### src/rtl/core/nce_pkg.sv
`timescale 1ns / 1ps
// ----------------------------------------------------------------------------
// nce_pkg
// Shared widths, register indexes and constants of the nonzero coordinate
// extractor.
// ----------------------------------------------------------------------------
package nce_pkg;

  localparam int ELEM_W      = 32;  // element value
  localparam int OUT_W       = 16;  // reported coordinate
  localparam int AXIS_W      = 3;   // axis number
  localparam int RANK_W      = 3;   // rank register
  localparam int EXT_W       = 16;  // extent registers
  localparam int EXT_REGS    = 6;   // axes that have an extent register
  localparam int CFG_IDX_W   = 3;
  localparam int CFG_DATA_W  = 16;
  localparam int QUEUE_DEPTH = 4;   // front-to-back entries

  typedef enum logic [CFG_IDX_W-1:0] {
    REG_RANK = 3'd0,
    REG_EXT0 = 3'd1,
    REG_EXT1 = 3'd2,
    REG_EXT2 = 3'd3,
    REG_EXT3 = 3'd4,
    REG_EXT4 = 3'd5,
    REG_EXT5 = 3'd6
  } nce_reg_e;

endpackage

### src/rtl/core/nce_if.sv
`timescale 1ns / 1ps
// ----------------------------------------------------------------------------
// nce_if
// Valid/ready channels of the nonzero coordinate extractor: element input,
// coordinate output and register write.
// ----------------------------------------------------------------------------
interface nce_elem_if;
  import nce_pkg::*;
  logic                     valid;
  logic                     ready;
  logic signed [ELEM_W-1:0] element_value;
  logic                     first_element;

  modport source (output valid, element_value, first_element, input ready);
  modport sink   (input valid, element_value, first_element, output ready);
endinterface

interface nce_coord_if;
  import nce_pkg::*;
  logic              valid;
  logic              ready;
  logic [OUT_W-1:0]  coordinate;
  logic [AXIS_W-1:0] axis;
  logic              last_axis;

  modport source (output valid, coordinate, axis, last_axis, input ready);
  modport sink   (input valid, coordinate, axis, last_axis, output ready);
endinterface

interface nce_cfg_if;
  import nce_pkg::*;
  logic                  valid;
  logic                  ready;
  logic [CFG_IDX_W-1:0]  reg_index;
  logic [CFG_DATA_W-1:0] wdata;

  modport source (output valid, reg_index, wdata, input ready);
  modport sink   (input valid, reg_index, wdata, output ready);
endinterface

### src/rtl/core/nce_front.sv
`timescale 1ns / 1ps
// ----------------------------------------------------------------------------
// nce_front
// Config registers and the per-axis odometer. Takes one element per cycle
// while the queue has room, queueing a coordinate snapshot per nonzero element.
// ----------------------------------------------------------------------------
module nce_front #(
  parameter int MAX_DIMS    = 6,
  parameter int COORD_WIDTH = 16
) (
  input  logic                                      clk_i,
  input  logic                                      rst_ni,
  nce_elem_if.sink                                  elem_i,
  nce_cfg_if.sink                                   cfg_i,
  input  logic                                      q_full_i,
  output logic                                      q_push_o,
  output logic [MAX_DIMS-1:0][nce_pkg::OUT_W-1:0]   q_coords_o,
  output logic [nce_pkg::RANK_W-1:0]                q_rank_o
);
  import nce_pkg::*;

  logic [RANK_W-1:0]                     rank_q;
  logic [EXT_REGS-1:0][EXT_W-1:0]        ext_q;
  logic [MAX_DIMS-1:0][COORD_WIDTH-1:0]  cnt_q, cnt_d, base, nxt;
  logic [MAX_DIMS-1:0]                   wrap, inc, in_rank;
  logic [RANK_W-1:0]                     act_rank;
  logic                                  accept;
  logic                                  carry;

  assign accept       = elem_i.valid && elem_i.ready;
  assign elem_i.ready = !q_full_i;
  assign cfg_i.ready  = 1'b1;

  always_comb begin
    if (rank_q == '0) begin
      act_rank = RANK_W'(1);
    end else if (32'(rank_q) > MAX_DIMS) begin
      act_rank = RANK_W'(MAX_DIMS);
    end else begin
      act_rank = rank_q;
    end
  end

  for (genvar a = 0; a < MAX_DIMS; a++) begin : g_axis
    logic [EXT_W-1:0] ext;
    if (a < EXT_REGS) begin : g_reg
      assign ext = (ext_q[a] == '0) ? EXT_W'(1) : ext_q[a];
    end else begin : g_one
      assign ext = EXT_W'(1);
    end
    assign base[a]       = elem_i.first_element ? '0 : cnt_q[a];
    assign nxt[a]        = base[a] + COORD_WIDTH'(1);
    assign wrap[a]       = (32'(nxt[a]) >= 32'(ext)) || (nxt[a] == '0);
    assign in_rank[a]    = (a < int'(act_rank));
    assign q_coords_o[a] = OUT_W'(base[a]);
    assign cnt_d[a]      = (in_rank[a] && inc[a]) ? (wrap[a] ? '0 : nxt[a]) : base[a];
  end

  // innermost axis always steps; carry ripples outward through wrapping axes
  always_comb begin
    carry = 1'b1;
    for (int k = MAX_DIMS - 1; k >= 0; k--) begin
      inc[k] = carry && in_rank[k];
      if (in_rank[k]) begin
        carry = carry && wrap[k];
      end
    end
  end

  assign q_push_o = accept && (elem_i.element_value != '0);
  assign q_rank_o = act_rank;

  always_ff @(posedge clk_i or negedge rst_ni) begin
    if (!rst_ni) begin
      cnt_q <= '0;
    end else if (accept) begin
      cnt_q <= cnt_d;
    end
  end

  always_ff @(posedge clk_i or negedge rst_ni) begin
    if (!rst_ni) begin
      rank_q <= RANK_W'(1);
      for (int e = 0; e < EXT_REGS; e++) begin
        ext_q[e] <= EXT_W'(1);
      end
    end else if (cfg_i.valid && cfg_i.ready) begin
      if (cfg_i.reg_index == REG_RANK) begin
        rank_q <= cfg_i.wdata[RANK_W-1:0];
      end
      for (int e = 0; e < EXT_REGS; e++) begin
        if (cfg_i.reg_index == (CFG_IDX_W'(REG_EXT0) + CFG_IDX_W'(e))) begin
          ext_q[e] <= cfg_i.wdata[EXT_W-1:0];
        end
      end
    end
  end

endmodule

### src/rtl/core/nce_fifo.sv
`timescale 1ns / 1ps
// ----------------------------------------------------------------------------
// nce_fifo
// Short first-in first-out queue between front and back, head shown
// directly at the output.
// ----------------------------------------------------------------------------
module nce_fifo #(
  parameter int WIDTH = 8,
  parameter int DEPTH = 4
) (
  input  logic             clk_i,
  input  logic             rst_ni,
  input  logic             push_i,
  input  logic [WIDTH-1:0] data_i,
  output logic             full_o,
  input  logic             pop_i,
  output logic             empty_o,
  output logic [WIDTH-1:0] data_o
);
  localparam int PTR_W = (DEPTH > 1) ? $clog2(DEPTH) : 1;
  localparam int CNT_W = $clog2(DEPTH + 1);

  logic [WIDTH-1:0] mem_q [DEPTH];
  logic [PTR_W-1:0] wr_ptr_q, rd_ptr_q;
  logic [CNT_W-1:0] count_q;

  function automatic logic [PTR_W-1:0] ptr_next(input logic [PTR_W-1:0] p);
    if (p == PTR_W'(DEPTH - 1)) begin
      return '0;
    end
    return p + PTR_W'(1);
  endfunction

  assign full_o  = (count_q == CNT_W'(DEPTH));
  assign empty_o = (count_q == '0);
  assign data_o  = mem_q[rd_ptr_q];

  always_ff @(posedge clk_i) begin
    if (push_i) begin
      mem_q[wr_ptr_q] <= data_i;
    end
  end

  always_ff @(posedge clk_i or negedge rst_ni) begin
    if (!rst_ni) begin
      wr_ptr_q <= '0;
      rd_ptr_q <= '0;
      count_q  <= '0;
    end else begin
      if (push_i) begin
        wr_ptr_q <= ptr_next(wr_ptr_q);
      end
      if (pop_i) begin
        rd_ptr_q <= ptr_next(rd_ptr_q);
      end
      if (push_i && !pop_i) begin
        count_q <= count_q + CNT_W'(1);
      end else if (pop_i && !push_i) begin
        count_q <= count_q - CNT_W'(1);
      end
    end
  end

  a_count_bound: assert property (@(posedge clk_i) disable iff (!rst_ni)
    count_q <= CNT_W'(DEPTH))
    else $error("queue count beyond depth");
  a_no_overflow: assert property (@(posedge clk_i) disable iff (!rst_ni)
    push_i |-> !full_o)
    else $error("push into full queue");
  a_no_underflow: assert property (@(posedge clk_i) disable iff (!rst_ni)
    pop_i |-> !empty_o)
    else $error("pop from empty queue");

endmodule

### src/rtl/core/nce_back.sv
`timescale 1ns / 1ps
// ----------------------------------------------------------------------------
// nce_back
// Serializes each queued coordinate snapshot into one transaction per axis,
// outermost first, through a registered output stage.
// ----------------------------------------------------------------------------
module nce_back #(
  parameter int MAX_DIMS = 6
) (
  input  logic                                      clk_i,
  input  logic                                      rst_ni,
  input  logic                                      q_empty_i,
  input  logic [MAX_DIMS-1:0][nce_pkg::OUT_W-1:0]   q_coords_i,
  input  logic [nce_pkg::RANK_W-1:0]                q_rank_i,
  output logic                                      q_pop_o,
  nce_coord_if.source                               coord_o
);
  import nce_pkg::*;

  localparam int IDX_W = (MAX_DIMS > 1) ? $clog2(MAX_DIMS) : 1;

  logic [AXIS_W-1:0] idx_q;
  logic              valid_q;
  logic [OUT_W-1:0]  coord_q;
  logic [AXIS_W-1:0] axis_q;
  logic              last_q;
  logic              emit;
  logic              is_last;

  assign emit    = !q_empty_i && (!valid_q || coord_o.ready);
  assign is_last = (({1'b0, idx_q} + (AXIS_W + 1)'(1)) == {1'b0, q_rank_i});
  assign q_pop_o = emit && is_last;

  assign coord_o.valid      = valid_q;
  assign coord_o.coordinate = coord_q;
  assign coord_o.axis       = axis_q;
  assign coord_o.last_axis  = last_q;

  always_ff @(posedge clk_i or negedge rst_ni) begin
    if (!rst_ni) begin
      valid_q <= 1'b0;
      idx_q   <= '0;
    end else begin
      if (emit) begin
        valid_q <= 1'b1;
        idx_q   <= is_last ? '0 : idx_q + AXIS_W'(1);
      end else if (coord_o.ready) begin
        valid_q <= 1'b0;
      end
    end
  end

  always_ff @(posedge clk_i) begin
    if (emit) begin
      coord_q <= q_coords_i[idx_q[IDX_W-1:0]];
      axis_q  <= idx_q;
      last_q  <= is_last;
    end
  end

  a_axis_range: assert property (@(posedge clk_i) disable iff (!rst_ni)
    valid_q |-> (32'(axis_q) < MAX_DIMS))
    else $error("axis beyond configured dimensions");
  a_axis_step: assert property (@(posedge clk_i) disable iff (!rst_ni)
    (valid_q && coord_o.ready && !last_q) |=>
      (valid_q && (axis_q == $past(axis_q) + AXIS_W'(1))))
    else $error("coordinate run broken");
  a_head_held: assert property (@(posedge clk_i) disable iff (!rst_ni)
    (idx_q != '0) |-> !q_empty_i)
    else $error("entry left queue mid-run");

endmodule

### src/rtl/core/nonzero_coordinate_extractor.sv
`timescale 1ns / 1ps
// ----------------------------------------------------------------------------
// nonzero_coordinate_extractor
// Emits the per-axis coordinates of every nonzero element of a row-major
// tensor stream.
// ----------------------------------------------------------------------------
// The element port takes one element per cycle while the queue has room; the
// odometer advances in that same cycle. A nonzero element yields rank output
// transactions, one per cycle from the single output register while the
// consumer is ready, so a run of nonzero elements is paced by that stage.
// A four-entry queue between odometer and serializer absorbs bursts; zero
// elements produce nothing.
// ----------------------------------------------------------------------------
module nonzero_coordinate_extractor #(
  parameter int MAX_DIMS    = 6,
  parameter int COORD_WIDTH = 16
) (
  input  logic         clk_i,
  input  logic         rst_ni,
  nce_elem_if.sink     elem_i,
  nce_cfg_if.sink      cfg_i,
  nce_coord_if.source  coord_o
);
  import nce_pkg::*;

  localparam int ENTRY_W = MAX_DIMS * OUT_W + RANK_W;

  logic                             q_push, q_pop, q_full, q_empty;
  logic [MAX_DIMS-1:0][OUT_W-1:0]   push_coords, head_coords;
  logic [RANK_W-1:0]                push_rank, head_rank;
  logic [ENTRY_W-1:0]               push_data, head_data;

  assign push_data                 = {push_rank, push_coords};
  assign {head_rank, head_coords}  = head_data;

  nce_front #(
    .MAX_DIMS    (MAX_DIMS),
    .COORD_WIDTH (COORD_WIDTH)
  ) u_front (
    .clk_i      (clk_i),
    .rst_ni     (rst_ni),
    .elem_i     (elem_i),
    .cfg_i      (cfg_i),
    .q_full_i   (q_full),
    .q_push_o   (q_push),
    .q_coords_o (push_coords),
    .q_rank_o   (push_rank)
  );

  nce_fifo #(
    .WIDTH (ENTRY_W),
    .DEPTH (QUEUE_DEPTH)
  ) u_fifo (
    .clk_i   (clk_i),
    .rst_ni  (rst_ni),
    .push_i  (q_push),
    .data_i  (push_data),
    .full_o  (q_full),
    .pop_i   (q_pop),
    .empty_o (q_empty),
    .data_o  (head_data)
  );

  nce_back #(
    .MAX_DIMS (MAX_DIMS)
  ) u_back (
    .clk_i      (clk_i),
    .rst_ni     (rst_ni),
    .q_empty_i  (q_empty),
    .q_coords_i (head_coords),
    .q_rank_i   (head_rank),
    .q_pop_o    (q_pop),
    .coord_o    (coord_o)
  );

endmodule

### src/flat_wrapper.sv
// flat-port wrapper written by rule: the top's interface ports become plain ports
module nonzero_coordinate_extractor_flat import nce_pkg::*;
#(
  parameter int MAX_DIMS    = 6,
  parameter int COORD_WIDTH = 16
)
  (clk_i, rst_ni, elem_i_valid, elem_i_element_value, elem_i_first_element, elem_i_ready, cfg_i_valid, cfg_i_reg_index, cfg_i_wdata, cfg_i_ready, coord_o_valid, coord_o_coordinate, coord_o_axis, coord_o_last_axis, coord_o_ready);
  nce_elem_if elem_i_i ();
  nce_cfg_if cfg_i_i ();
  nce_coord_if coord_o_i ();
  input  logic clk_i;
  input  logic rst_ni;
  input wire logic [$bits(elem_i_i.valid)-1:0] elem_i_valid;
  input wire logic [$bits(elem_i_i.element_value)-1:0] elem_i_element_value;
  input wire logic [$bits(elem_i_i.first_element)-1:0] elem_i_first_element;
  output wire logic [$bits(elem_i_i.ready)-1:0] elem_i_ready;
  input wire logic [$bits(cfg_i_i.valid)-1:0] cfg_i_valid;
  input wire logic [$bits(cfg_i_i.reg_index)-1:0] cfg_i_reg_index;
  input wire logic [$bits(cfg_i_i.wdata)-1:0] cfg_i_wdata;
  output wire logic [$bits(cfg_i_i.ready)-1:0] cfg_i_ready;
  output wire logic [$bits(coord_o_i.valid)-1:0] coord_o_valid;
  output wire logic [$bits(coord_o_i.coordinate)-1:0] coord_o_coordinate;
  output wire logic [$bits(coord_o_i.axis)-1:0] coord_o_axis;
  output wire logic [$bits(coord_o_i.last_axis)-1:0] coord_o_last_axis;
  input wire logic [$bits(coord_o_i.ready)-1:0] coord_o_ready;
  assign elem_i_i.valid = elem_i_valid;
  assign elem_i_i.element_value = elem_i_element_value;
  assign elem_i_i.first_element = elem_i_first_element;
  assign elem_i_ready = elem_i_i.ready;
  assign cfg_i_i.valid = cfg_i_valid;
  assign cfg_i_i.reg_index = cfg_i_reg_index;
  assign cfg_i_i.wdata = cfg_i_wdata;
  assign cfg_i_ready = cfg_i_i.ready;
  assign coord_o_valid = coord_o_i.valid;
  assign coord_o_coordinate = coord_o_i.coordinate;
  assign coord_o_axis = coord_o_i.axis;
  assign coord_o_last_axis = coord_o_i.last_axis;
  assign coord_o_i.ready = coord_o_ready;
  nonzero_coordinate_extractor #(.MAX_DIMS(MAX_DIMS), .COORD_WIDTH(COORD_WIDTH)) u_core (.clk_i(clk_i), .rst_ni(rst_ni), .elem_i(elem_i_i), .cfg_i(cfg_i_i), .coord_o(coord_o_i));
endmodule
### config.mk
export PLATFORM = sky130hd
export DESIGN_NAME = nonzero_coordinate_extractor_flat
export DESIGN_NICKNAME = d
export VERILOG_FILES = /design/src/rtl/core/nce_pkg.sv /design/src/rtl/core/nce_if.sv /design/src/rtl/core/nce_front.sv /design/src/rtl/core/nce_fifo.sv /design/src/rtl/core/nce_back.sv /design/src/rtl/core/nonzero_coordinate_extractor.sv /design/src/flat_wrapper.sv
export SDC_FILE = /design/constraint.sdc
export NUM_CORES = 1
export LEC_CHECK = 0
export BUFFER_PORTS_ARGS = -buffer_cell sky130_fd_sc_hd__clkbuf_2
export CAP_MARGIN = 10
export CELL_PAD_IN_SITES_DETAIL_PLACEMENT = 1
export CELL_PAD_IN_SITES_GLOBAL_PLACEMENT = 2
export CORE_ASPECT_RATIO = 1.4
export CORE_MARGIN = 3
export CORE_UTILIZATION = 49
export DETAILED_ROUTE_END_ITERATION = 10
export PLACE_DENSITY = 0.95
export SKIP_LAST_GASP = 1
export SLEW_MARGIN = 15
export SYNTH_ARGS = -nofsm -noshare
export SYNTH_HDL_FRONTEND = slang
export SYNTH_SLANG_ARGS = --single-unit
### constraint.sdc
create_clock -name clk_i -period 10.7 [get_ports clk_i]
set_input_delay 1.605 -clock clk_i [delete_from_list [all_inputs] [get_ports clk_i]]
set_output_delay 1.605 -clock clk_i [all_outputs]
set_load 0.02 [all_outputs]
==> results of run 1 <==
==> placed cells by master (no fill, tap or decap), drive strengths merged, types with 7 or more instances in the layout <==
cell,synthesis,final
edfxtp,416,416
dfrtp,199,199
inv,190,195
nand2,147,147
clkbuf,64,145
mux4,115,115
ha,111,111
o21ai,110,110
nor2,89,89
nor2b,61,61
mux2,55,55
nor4,54,54
xnor2,51,51
a21oi,46,46
nand3,43,43
xor2,42,42
nor3,39,39
o22ai,37,37
a22o,35,35
nand4,29,29
a21o,25,25
clkinv,0,25
buf,37,24
mux2i,18,18
nand2b,17,17
nand4b,13,13
and3,12,12
or3,11,11
o211ai,9,9
a32o,9,9
dfstp,7,7
and2,7,7
==> flip-flops by register name, summed over array words and instances (netlist names) <==
name                              cells
u_core.u_back.coord_o.valid           1
u_core.u_back.idx_q                   3
u_core.u_front.rank_q                 3
u_core.u_front.ext_q                 96
u_core.u_front.cnt_q                 96
u_core.u_fifo.wr_ptr_q                2
u_core.u_fifo.rd_ptr_q                2
u_core.u_back.coord_o.last_axis       1
u_core.u_back.coord_o.axis            3
u_core.u_fifo.count_q                 3
u_core.u_fifo.mem_q                 396
u_core.u_back.coord_o.coordinate     16
==> layout make-up <==
cell class              count  area (µm²)
inverters                 190         713
clock buffers              68        1530
clock inverters            39         367
flip-flops and latches    622       17700
repair buffers            101         574
well taps                 749         937
fillers                  5837       26500
multi-input cells        1282       10800
==> final timing paths <==
path,cells after the start,startpoint,end,slack (ps)
max,19,elem_i_first_element,u_core.u_front.cnt_q[22],3770
min,2,u_core.u_front.cnt_q[79],u_core.u_front.cnt_q[79],490
max reg2reg,16,u_core.u_front.cnt_q[80],u_core.u_front.cnt_q[22],4920
min reg2reg,2,u_core.u_front.cnt_q[79],u_core.u_front.cnt_q[79],490
max in group asynchronous,3,rst_ni,u_core.u_front.cnt_q[13],7420
min in group asynchronous,1,rst_ni,u_core.u_front.ext_q[74],970
==> routing by layer <==
metal	up-vias	track usage [%]	wire [µm]
li1	8351	-	-
met1	9924	34.5	32900
met2	665	46.9	42600
met3	139	3.01	4280
met4	0	9.26	3140
met5	-	0	0
==> worst register-to-register path, delay by kind of cell, from the launching register on <==
family                   cells  cell delay [ps]
XOR/XNOR                     1              250
buffers and inverters        2              300
adder cells (fa/ha/maj)      2              700
AO/OA/AOI/OAI                7             2700
AND/OR/NAND/NOR              4             1300
flip-flops                   1              460
==> power breakdown <==
part           leakage, nW  internal (mW)  switching [mW]  total [mW]
Combinational         5.24          0.843            1.16        2.00
Sequential            6.48           3.13           0.314        3.44
Clock                0.928           1.15           0.939        2.09
==> cells by family after synthesis <==
family / after synthesis
buf+inv: 291
xor+xnor: 93
mux: 188
fa+ha+maj: 113
simple gates: 547
other cells: 1
flops: 622
compound gates: 340
==> stage by stage <==
stage / total power [mW] / hold WS, ps / utilization (%) / worst slack [ps] / cell area, µm²
finish: 7.53 / 491 / 55.2 / 3770 / 32600
global route: 7.85 / 523 / 55.2 / 3330 / 32600
CTS: 7.61 / 488 / 55.2 / 3820 / 32600
detailed placement: 5.50 / 471 / 52.0 / 3160 / 30700
global placement: 5.37 / 458 / 52.0 / 3340 / 30700
floorplan: 4.74 / 442 / - / 3750 / 29600
==> results summary, run 1 <==
Setup repair after global routing left no endpoint under its margin. By area the synthesized netlist is led by edfxtp_1 (42%), dfrtp_1 (17%), mux4_2 (8.8%). The detailed router placed 19,100 vias in this run.

The master of the slowest instance on the critical path is a22oi_1. The signed area change from the synthesized netlist to the final layout came out at 10.3%. In the final timing run, aggregate negative setup slack is 0 ps. The number of global-route vias before repair is 20,500. Setup violations remaining at the end of the flow were counted as 0. After the flow finishes, the layout carries non-filler instances totaling 3,051. The critical path data required time is 11,250 ps. Global routing used 26.7% of the available tracks across all layers.

The nature of the critical path endpoint is a flip-flop. The share of the synthesized area in the top cell type is 42.2%. The wire length per cell is 27.2 µm.

The count of nets left with antenna violations after detail routing is 0. The setup path with the least slack is of type input port to flip-flop. The combinational family with the most area after synthesis is multiplexers. The floorplan step defined a die boundary enclosing 0.0634 mm². Walking the worst path, the cells encountered are buf_4 > buf_4 > nor2b_1 > ha_1 > nand2_1 > or2_2 > nor3_1 > xnor2_1 > inv_1 > ha_1 > a21o_1 > a211oi_1 > o21ai_0 > a41oi_1 > o41a_1 > nor2_1 > a22oi_1 > a21o_1 > a22o_1. The average cell area after synthesis came out at 13.5 µm². The number of distinct library cells after synthesis is 84. For this configuration, the core starts out at a cell density of 50.0%. The synthesized design contains 622 register bits. The most frequent cell after synthesis is edfxtp_1.

The xor and xnor area share after synthesis came out at 2.75%. The pin count of the biggest net entering global routing is 77. The DRC violation count after routing came out at 0. Of all cell types, the one taking the most synthesized area is edfxtp_1. STA classifies the critical path startpoint as an input port. The CTS sink count is 622. The insertion delay to the later sink of the worst-skew pair is 630 ps. The number of buffers added for setup after CTS is 0. The first detailed-routing pass ran for 6 iterations.

Counting instances in the post-synthesis netlist gives the leading cell types as edfxtp_1 (416), dfrtp_1 (199), inv_1 (190). Data on the critical path arrives at its endpoint at 7480 ps. In this run the vertical extent of the chip is 297 µm. The clock buffer count from CTS is 57.

Of all nets on the critical path, the largest fanout is 73. The leakage component of the power is 12.6 nW. The worst max-slew margin expressed relative to the limit came out at 23.5%.

The total global routing overflow is 0. Counting flops with a built-in enable in the synthesized netlist gives 416. The placed instance count is 2,944.

The number of design-rule violations left by the first detailed-router iteration is 1,597. The total of hold buffers inserted after clock tree synthesis came out at 0. The tightest min-delay check is of the flip-flop to flip-flop type. CTS placed an instance of clkbuf_16 at the clock tree root. The CTS tree is built. Detailed placement finished with a half-perimeter wire length of 56,900 µm. The number of antenna diodes in the final layout is 0. The placeable core area came out at 0.0591 mm². The count of buffers from port buffering is 78. The count of buffer and inverter cells on the critical path came out at 3.

Summing the sequential cell areas from Yosys gives 59.7% of the chip area. The post-layout minimum cycle time is 6930 ps. The clock tree synthesis step divided the H-tree into 2 levels.

Summed over all layers, the routed wires come to 82,900 µm. The total count of max-transition violations in the final report came out at 0. For this run, the post-layout net count is 2,423. The net count after synthesis is 2,364. The count of instances resized after the clock tree is built came out at 0. The final-report hold violation count came out at 0. The highest achievable clock rate came out at 0.144 GHz. The via density per instance came out at 6.25. For this design the ratio of total power to cell area is 231 mW/mm². The maximum clock skew at final layout is 17.9 ps. The count of synthesis-stage warnings from yosys came out at 0. The clock slew at the register clock pins of the worst setup and hold paths came out at 70 ps. The total standard cell area after synthesis came out at 0.0296 mm². The prevailing post-synth register cell is edfxtp_1. The number of max-cap violations is 0. The share of synthesized flip-flops with an asynchronous set or reset is 33.1%.

The cell count after synthesis is 2,195. The slew at the pin closest to its max-slew limit came out at 1150 ps. The fraction of layout cells with a size suffix above 1 is 17.3%. The adder-cell share of the synthesized area is 4.80%. The initial antenna violation count came to 1. The worst-case IR drop observed on VDD is 163 µV. The flow ran to the end, and the final reports show no timing, DRC or antenna violations.

The global placement routability congestion is 0.873. Row generation in the floorplan step produced 105 rows. The number of I/O pins is 80. The delay of the slowest critical-path stage came out at 880 ps.

The fraction of the cycle the final worst path needs is 64.7%. Summing the areas of all and, or, nand and nor instances in the mapped netlist gives 9.76% of the synthesized area. The multiplexer share of the synthesized area is 11.5%. In this design, the largest share of critical-path delay is due to compound AO/OA/AOI/OAI gates. The synthesized netlist devotes 7.72% of its cell area to compound gates. The x dimension of the die is 214 µm. The clock passes through at most 3 buffers. The first-pass GRT wire length is 127,000 µm.
Power figures use the tool's default switching activity.
==> run 2, diff against run 1 <==
- CORE_UTILIZATION: 49 -> 45
- PLACE_DENSITY: 0.95 -> 0.9
- clock period: 10.7 -> 6.6 ns (I/O delays scaled with it)
==> results summary, run 2 (synthesis gave the netlist of run 1 again) <==
The number of max-cap violations came out at 0. The critical path data required time came out at 7080 ps. The library cells used most frequently in the layout, excluding fill and tap cells, are edfxtp_1 (416), dfrtp_1 (196), inv_1 (190).

The total global routing overflow came out at 0. Across the routed clock network, the largest skew measured is 25.6 ps. The summed negative setup slack over all endpoints is 0 ps. The flow ran to the end, and the final reports show no timing, DRC or antenna violations.

The post-layout minimum cycle time is 5590 ps. Clock tree synthesis selected as its root buffer the cell clkbuf_16. The first global-routing pass estimated 125,000 µm of wire. The height of the die came out at 309 µm. Detailed placement finished with a half-perimeter wire length of 58,100 µm. For this design the total switching power over the nets is 3.85 mW. The initial core utilization is 45.7%. The count of buffer and inverter cells on the critical path came out at 1. From left edge to right edge, the die measures 223 µm. The worst register-to-register path ends at u_core.u_front.cnt_q[3].

The net total in the final layout is 2,437. The sequential cells in the finished layout cover a total of 0.0177 mm². On the worst path, the slowest cell contributes a delay of 680 ps.

The antenna cell count came out at 0. The initial antenna violation count came out at 1. TritonCTS built the clock tree.

The total of hold buffers inserted after clock tree synthesis is 0. The insertion delay to the later sink of the worst-skew pair came out at 630 ps. 80 I/O pins were placed.

The count of instances resized after the clock tree is built came out at 0. The worst register-to-register path has a setup slack of 1180 ps. The slew at the pin closest to its max-slew limit is 1100 ps. At the placement stage, the worst setup path has a slack of 413 ps. The register ranked first by flip-flop count is u_core.u_fifo.mem_q.

The clock group share of total power is 28.9%. In the final layout, the registers with the most flip-flops are u_core.u_fifo.mem_q: 396 flops, u_core.u_front.cnt_q: 96 flops, u_core.u_front.ext_q: 96 flops. The DRC violation count after routing came out at 0.

Traced cell by cell, the critical path runs through buf_4 > nor2b_1 > ha_1 > nand4_1 > nor4_1 > nand3_1 > xnor2_1 > ha_1 > o2111ai_1 > a21oi_1 > a211oi_1 > o31ai_1 > a31o_2 > o22ai_1 > or3_1 > o21ai_1. Once the clock tree was built, the setup fixing pass inserted 0 buffers. The number of setup violations in the final report is 0. The critical path ends at u_core.u_front.cnt_q[3]. STA classifies the critical path startpoint as an input port.

The total power divided by cell area is 375 mW/mm². After clock tree synthesis, the clock-pin slew on the worst setup and hold paths is 70 ps. The number of global-route vias before repair is 20,600.

The clock passes through at most 3 buffers. The wire length per cell came out at 25.7 µm. The number of fill cells is 6,475. Of all nets on the critical path, the largest fanout is 29. The tightest min-delay check is of the input port to async pin type. The total wirelength of the detailed-routed design came out at 81,000 µm. The fraction of layout cells with a size suffix above 1 came out at 18.2%. The register with the most flip-flops in the layout has 396 of them. The total count of max-transition violations in the final report is 0. Of the total power, combinational logic draws 26.3%.

Derived from the worst setup path, the maximum achievable clock frequency is 0.179 GHz. The cell count of the worst reg-to-reg path came out at 15. The master of the slowest instance on the critical path is o22ai_1. The area growth from synthesis to layout is 11.6%. Counting stages on the worst path, the most repeated cell is ha_1. The worst setup path is of the input port to flip-flop kind. The logic depth of the worst setup path including buffers is 16. The total power of the final layout is 12.4 mW. The multi-input combinational cell area came out at 0.0108 mm². The floorplan die area came out at 0.0689 mm².

The library cell used most frequently in the layout, excluding fill and tap cells, is edfxtp_1. The count of nets left with antenna violations after detail routing came out at 0. The sequential cell fraction of total power is 44.8%. The final-report hold violation count was 0.

The worst max-slew margin expressed relative to the limit is 25.6%. The via density per instance came out at 5.98. The pin count of the biggest net entering global routing came out at 74.

The switching part of the total power is 31.2%. STA classifies the critical path endpoint as a flip-flop. The analysis attributes to cell leakage a power of 12.8 nW. The placeable core area is 0.0647 mm². The via count of the routed design is 18,900. In the global route stage, overall resource usage came out at 23.5%.

The number of design-rule violations left by the first detailed-router iteration is 1,440. The worst path meets setup with 1010 ps of slack. The signal arrival time at the worst endpoint came out at 6070 ps. The startpoint identified for the worst register-to-register timing path is u_core.u_front.cnt_q[16]. The number of iterations in the first detailed-routing pass is 7. The critical path starts at elem_i_first_element. The worst vdd rail ir drop came out at 253 µV. Among cell families on the critical path, the largest total delay comes from simple AND/OR/NAND/NOR gates. The fraction of the cycle the final worst path needs is 84.6%. The CTS sink count is 622. The number of levels the H-tree was split into came out at 2. The internal portion of the total power is 8.51 mW.

The global placement routability congestion is 0.868. Setup repair after global routing left no endpoint under its margin. The standard-cell row count came out at 110. The clock buffer count from CTS came out at 57. The count of buffers from port buffering came out at 78.
[run 2: layer usage]
layer / share of wire [%] / vias up / wire [µm] / GRT usage (%)
met1: 41 / 9875 / 33500 / 30.0
met3: 3.9 / 140 / 3170 / 2.92
li1: - / 8384 / - / -
met5: 0.021 / - / 17 / 0
met4: 3.7 / 2 / 2990 / 8.51
met2: 51 / 470 / 41300 / 41.6
[run 2: how the worst min path moves through the flow]
stage,startpoint,endpoint,slack (ps)
2_1_floorplan,u_core.u_front.cnt_q[94],u_core.u_front.cnt_q[94],440
3_3_place_gp,u_core.u_front.cnt_q[94],u_core.u_front.cnt_q[94],460
3_5_place_dp,u_core.u_front.cnt_q[78],u_core.u_front.cnt_q[78],470
4_1_cts,rst_ni,u_core.u_front.cnt_q[74],390
5_1_grt,rst_ni,u_core.u_front.cnt_q[74],390
6_report,rst_ni,u_core.u_front.cnt_q[74],370
[run 2: power groups by stage]
stage / clock network (mW) / logic, mW / registers (mW)
global placement: 0 / 3.21 / 5.53
global route: 3.78 / 3.51 / 5.62
CTS: 3.62 / 3.33 / 5.55
floorplan: 0 / 2.23 / 5.45
finish: 3.57 / 3.25 / 5.54
detailed placement: 0 / 3.32 / 5.63
[run 2: cell type report]
| class | count | share of cell area [%] |
|---|---|---|
| sequential | 622 | 53.5 |
| multi-input combinational | 1282 | 32.8 |
| clock buffer | 79 | 5.11 |
| tap | 840 | 3.19 |
| inverter | 190 | 2.16 |
| timing repair buffer | 115 | 2.06 |
| clock inverter | 28 | 1.13 |
[run 2: stage by stage]
step | cells | instance area (µm²) | hold WS [ps] | utilization [%]
after global routing | 3156 | 33000 | 390 | 51.0
after CTS | 3156 | 33000 | 389 | 51.0
final | 3156 | 33000 | 369 | 51.0
after detailed placement | 3049 | 30900 | 475 | 47.8
after global placement | 3049 | 30900 | 458 | 47.8
after floorplan | 2195 | 29600 | 442 | -
==> run 3, diff against run 2 <==
- CORE_UTILIZATION: 45 -> 41
- PLACE_DENSITY: 0.9 -> 0.86
- clock period: 6.6 -> 4.6 ns (I/O delays scaled with it)
==> results summary, run 3 (synthesis gave the netlist of run 1 again) <==
The count of nets left with antenna violations after detail routing came out at 0. The run finished with clean final reports. The worst-path maximum fanout came out at 14.

The worst-case IR drop observed on VDD is 316 µV. The via density per instance came out at 5.67. The worst setup path is of the flip-flop to flip-flop kind. The number of levels the H-tree was split into is 2.

The tree is rooted in a clkbuf_16. Detailed routing inserted a total of 19,200 vias. Setup repair after global routing left no endpoint under its margin. The number of setup violations in the final report is 0. The worst hold-check path type is input port to async pin.

The CTS sink count is 622. The total wirelength of the detailed-routed design came out at 83,200 µm. The flip-flop count of the largest register, all copies and words added is 396. The post-place setup slack came out at -173 ps.

The signal arrival time at the worst endpoint came out at 4840 ps. The wire length per cell is 24.6 µm. The clock slew at the register clock pins of the worst setup and hold paths came out at 70 ps. In the layout the commonest cells are edfxtp_1 (416), dfrtp_1 (196), inv_1 (190). Setup slack closes at 322 ps. The register ranked first by flip-flop count is u_core.u_fifo.mem_q.

The maximum clock skew at final layout came out at 18.2 ps. The total power of the final layout is 17.8 mW. The leakage component of the power came out at 13.6 nW. The final-report hold violation count came to 0. The initial antenna violation count came out at 0.

The floorplan die area is 0.0754 mm². The number of global-route vias before repair was 20,800. The DRC violation count after routing is 0. The total cell area at the placement stage came out at 0.0324 mm².

The count of buffers from port buffering came out at 78. The most common library cell in the layout ignoring fill and taps is edfxtp_1. The first global-routing pass estimated 129,000 µm of wire.

The x dimension of the die came out at 233 µm. The CTS tree is built. The largest registers in the layout are u_core.u_fifo.mem_q: 396 flops, u_core.u_front.cnt_q: 96 flops, u_core.u_front.ext_q: 96 flops. The post-route netlist has 24.2% of its cells at a drive strength greater than 1. The maximum number of buffers from clock root to sink came out at 3.

The detailed-placement wirelength estimate is 59,500 µm. The signed area change from the synthesized netlist to the final layout is 16.4%. The worst max-slew margin expressed relative to the limit came out at 30.7%. The initialized floorplan defines 115 standard-cell rows. The floorplan step set the die height to 324 µm. The total count of max-transition violations in the final report came out at 0.

Before antenna repair, the detailed router went through 5 iterations. For this block, the initial DRC count from the detailed router was 1,510. Global routing used 22.5% of the available tracks across all layers. Counting I/O delays and the setup requirement, the final critical path takes 4280 ps.

Data on the critical path is required at its endpoint by 5160 ps. Counting the buffers created by CTS gives 60. The final non-filler cell area came out at 0.0344 mm².

The total global routing overflow is 0. The total of hold buffers inserted after clock tree synthesis is 0. In this run the count of I/O pins placed on the die edge is 80. The placeable core area is 0.0708 mm². Derived from the worst setup path, the maximum achievable clock frequency is 0.234 GHz. Max-cap violations in this run came to 0. The pin count of the biggest net entering global routing is 107. The total power divided by cell area came out at 518 mW/mm². The nature of the critical path endpoint is a flip-flop.

The initial core utilization came out at 41.8%. STA classifies the critical path startpoint as a flip-flop. The fraction of the cycle the final worst path needs came out at 93.0%.

The global placement routability congestion is 0.860. For the worst-skew pair, the clock arrives at the later sink with an insertion delay of 650 ps. The slew at the pin closest to its max-slew limit is 1040 ps. The net total in the final layout came out at 2,570.
## run 3: cell count changes in the layout (fill, tap and decap cells not counted), sizes merged, moves of 2 or more
cell    previous run  this run
clkbuf           156       145
clkinv            19        30
bufinv             7         5
buf               38       168
inv              190       196
## run 3: path summary, 6_finish.rpt
| kind | startpoint | to | slack, ps | cells past startpoint |
|---|---|---|---|---|
| worst max register to register | u_core.u_front.cnt_q[67] | u_core.u_front.cnt_q[33] | 320 | 17 |
| worst min register to register | u_core.u_front.cnt_q[94] | u_core.u_front.cnt_q[94] | 480 | 2 |
| max in group asynchronous | rst_ni | u_core.u_front.ext_q[48] | 3410 | 2 |
| worst min-delay path | rst_ni | u_core.u_front.cnt_q[76] | 160 | 1 |
| worst max-delay path | u_core.u_front.cnt_q[67] | u_core.u_front.cnt_q[33] | 320 | 17 |
| min in group clk_i | coord_o_ready | u_core.u_back.coord_o.valid | 300 | 4 |
## run 3: metal layers
metal	track usage [%]	share of wire (%)
met1	29.7	42
met2	39.3	51
met3	2.51	3.9
met4	6.35	2.7
met5	0	0
## run 3: critical path: stages, from the launching register on
cell and delay (ps):
dfrtp_1 550, nand3_1 210, or3_4 410, nor2_1 140, xor2_1 350, ha_1 320
a211oi_1 270, o21ai_0 130, a21oi_1 140, o21ai_0 90, a21oi_1 250, buf_4 180
o41ai_1 170, a21oi_1 200, buf_4 150, o31ai_4 70, o21a_2 330, o22ai_1 190
## run 3: final cells by class
cell class	instances	area [µm²]
multi-input combinational	1282	11100
antenna	1	2.50
clock buffer	68	1580
tap	936	1170
sequential	622	17700
inverter	190	713
clock inverter	44	414
timing repair buffer	245	1770
fill	7173	36400
## run 3: power by group
group	switching, mW	internal, mW	total, mW
logic	2.89	2.13	5.02
registers	0.557	7.26	7.82
clock network	2.21	2.78	4.99
## run 3: metrics by stage
step	utilization [%]	setup TNS, ps	hold slack [ps]	instances
2_1_floorplan	-	-10410	394	2195
3_3_place_gp	45.8	-48.0	465	3274
3_5_place_dp	45.8	-3080	479	3274
4_1_cts	48.6	0	191	3386
5_1_grt	48.6	0	204	3387
6_report	48.6	0	161	3388
## run 3: repair_timing
action                                  CTS  global route
endpoints found under the setup margin    0            58
setup buffers                             0             1
gates resized for setup                   0             3
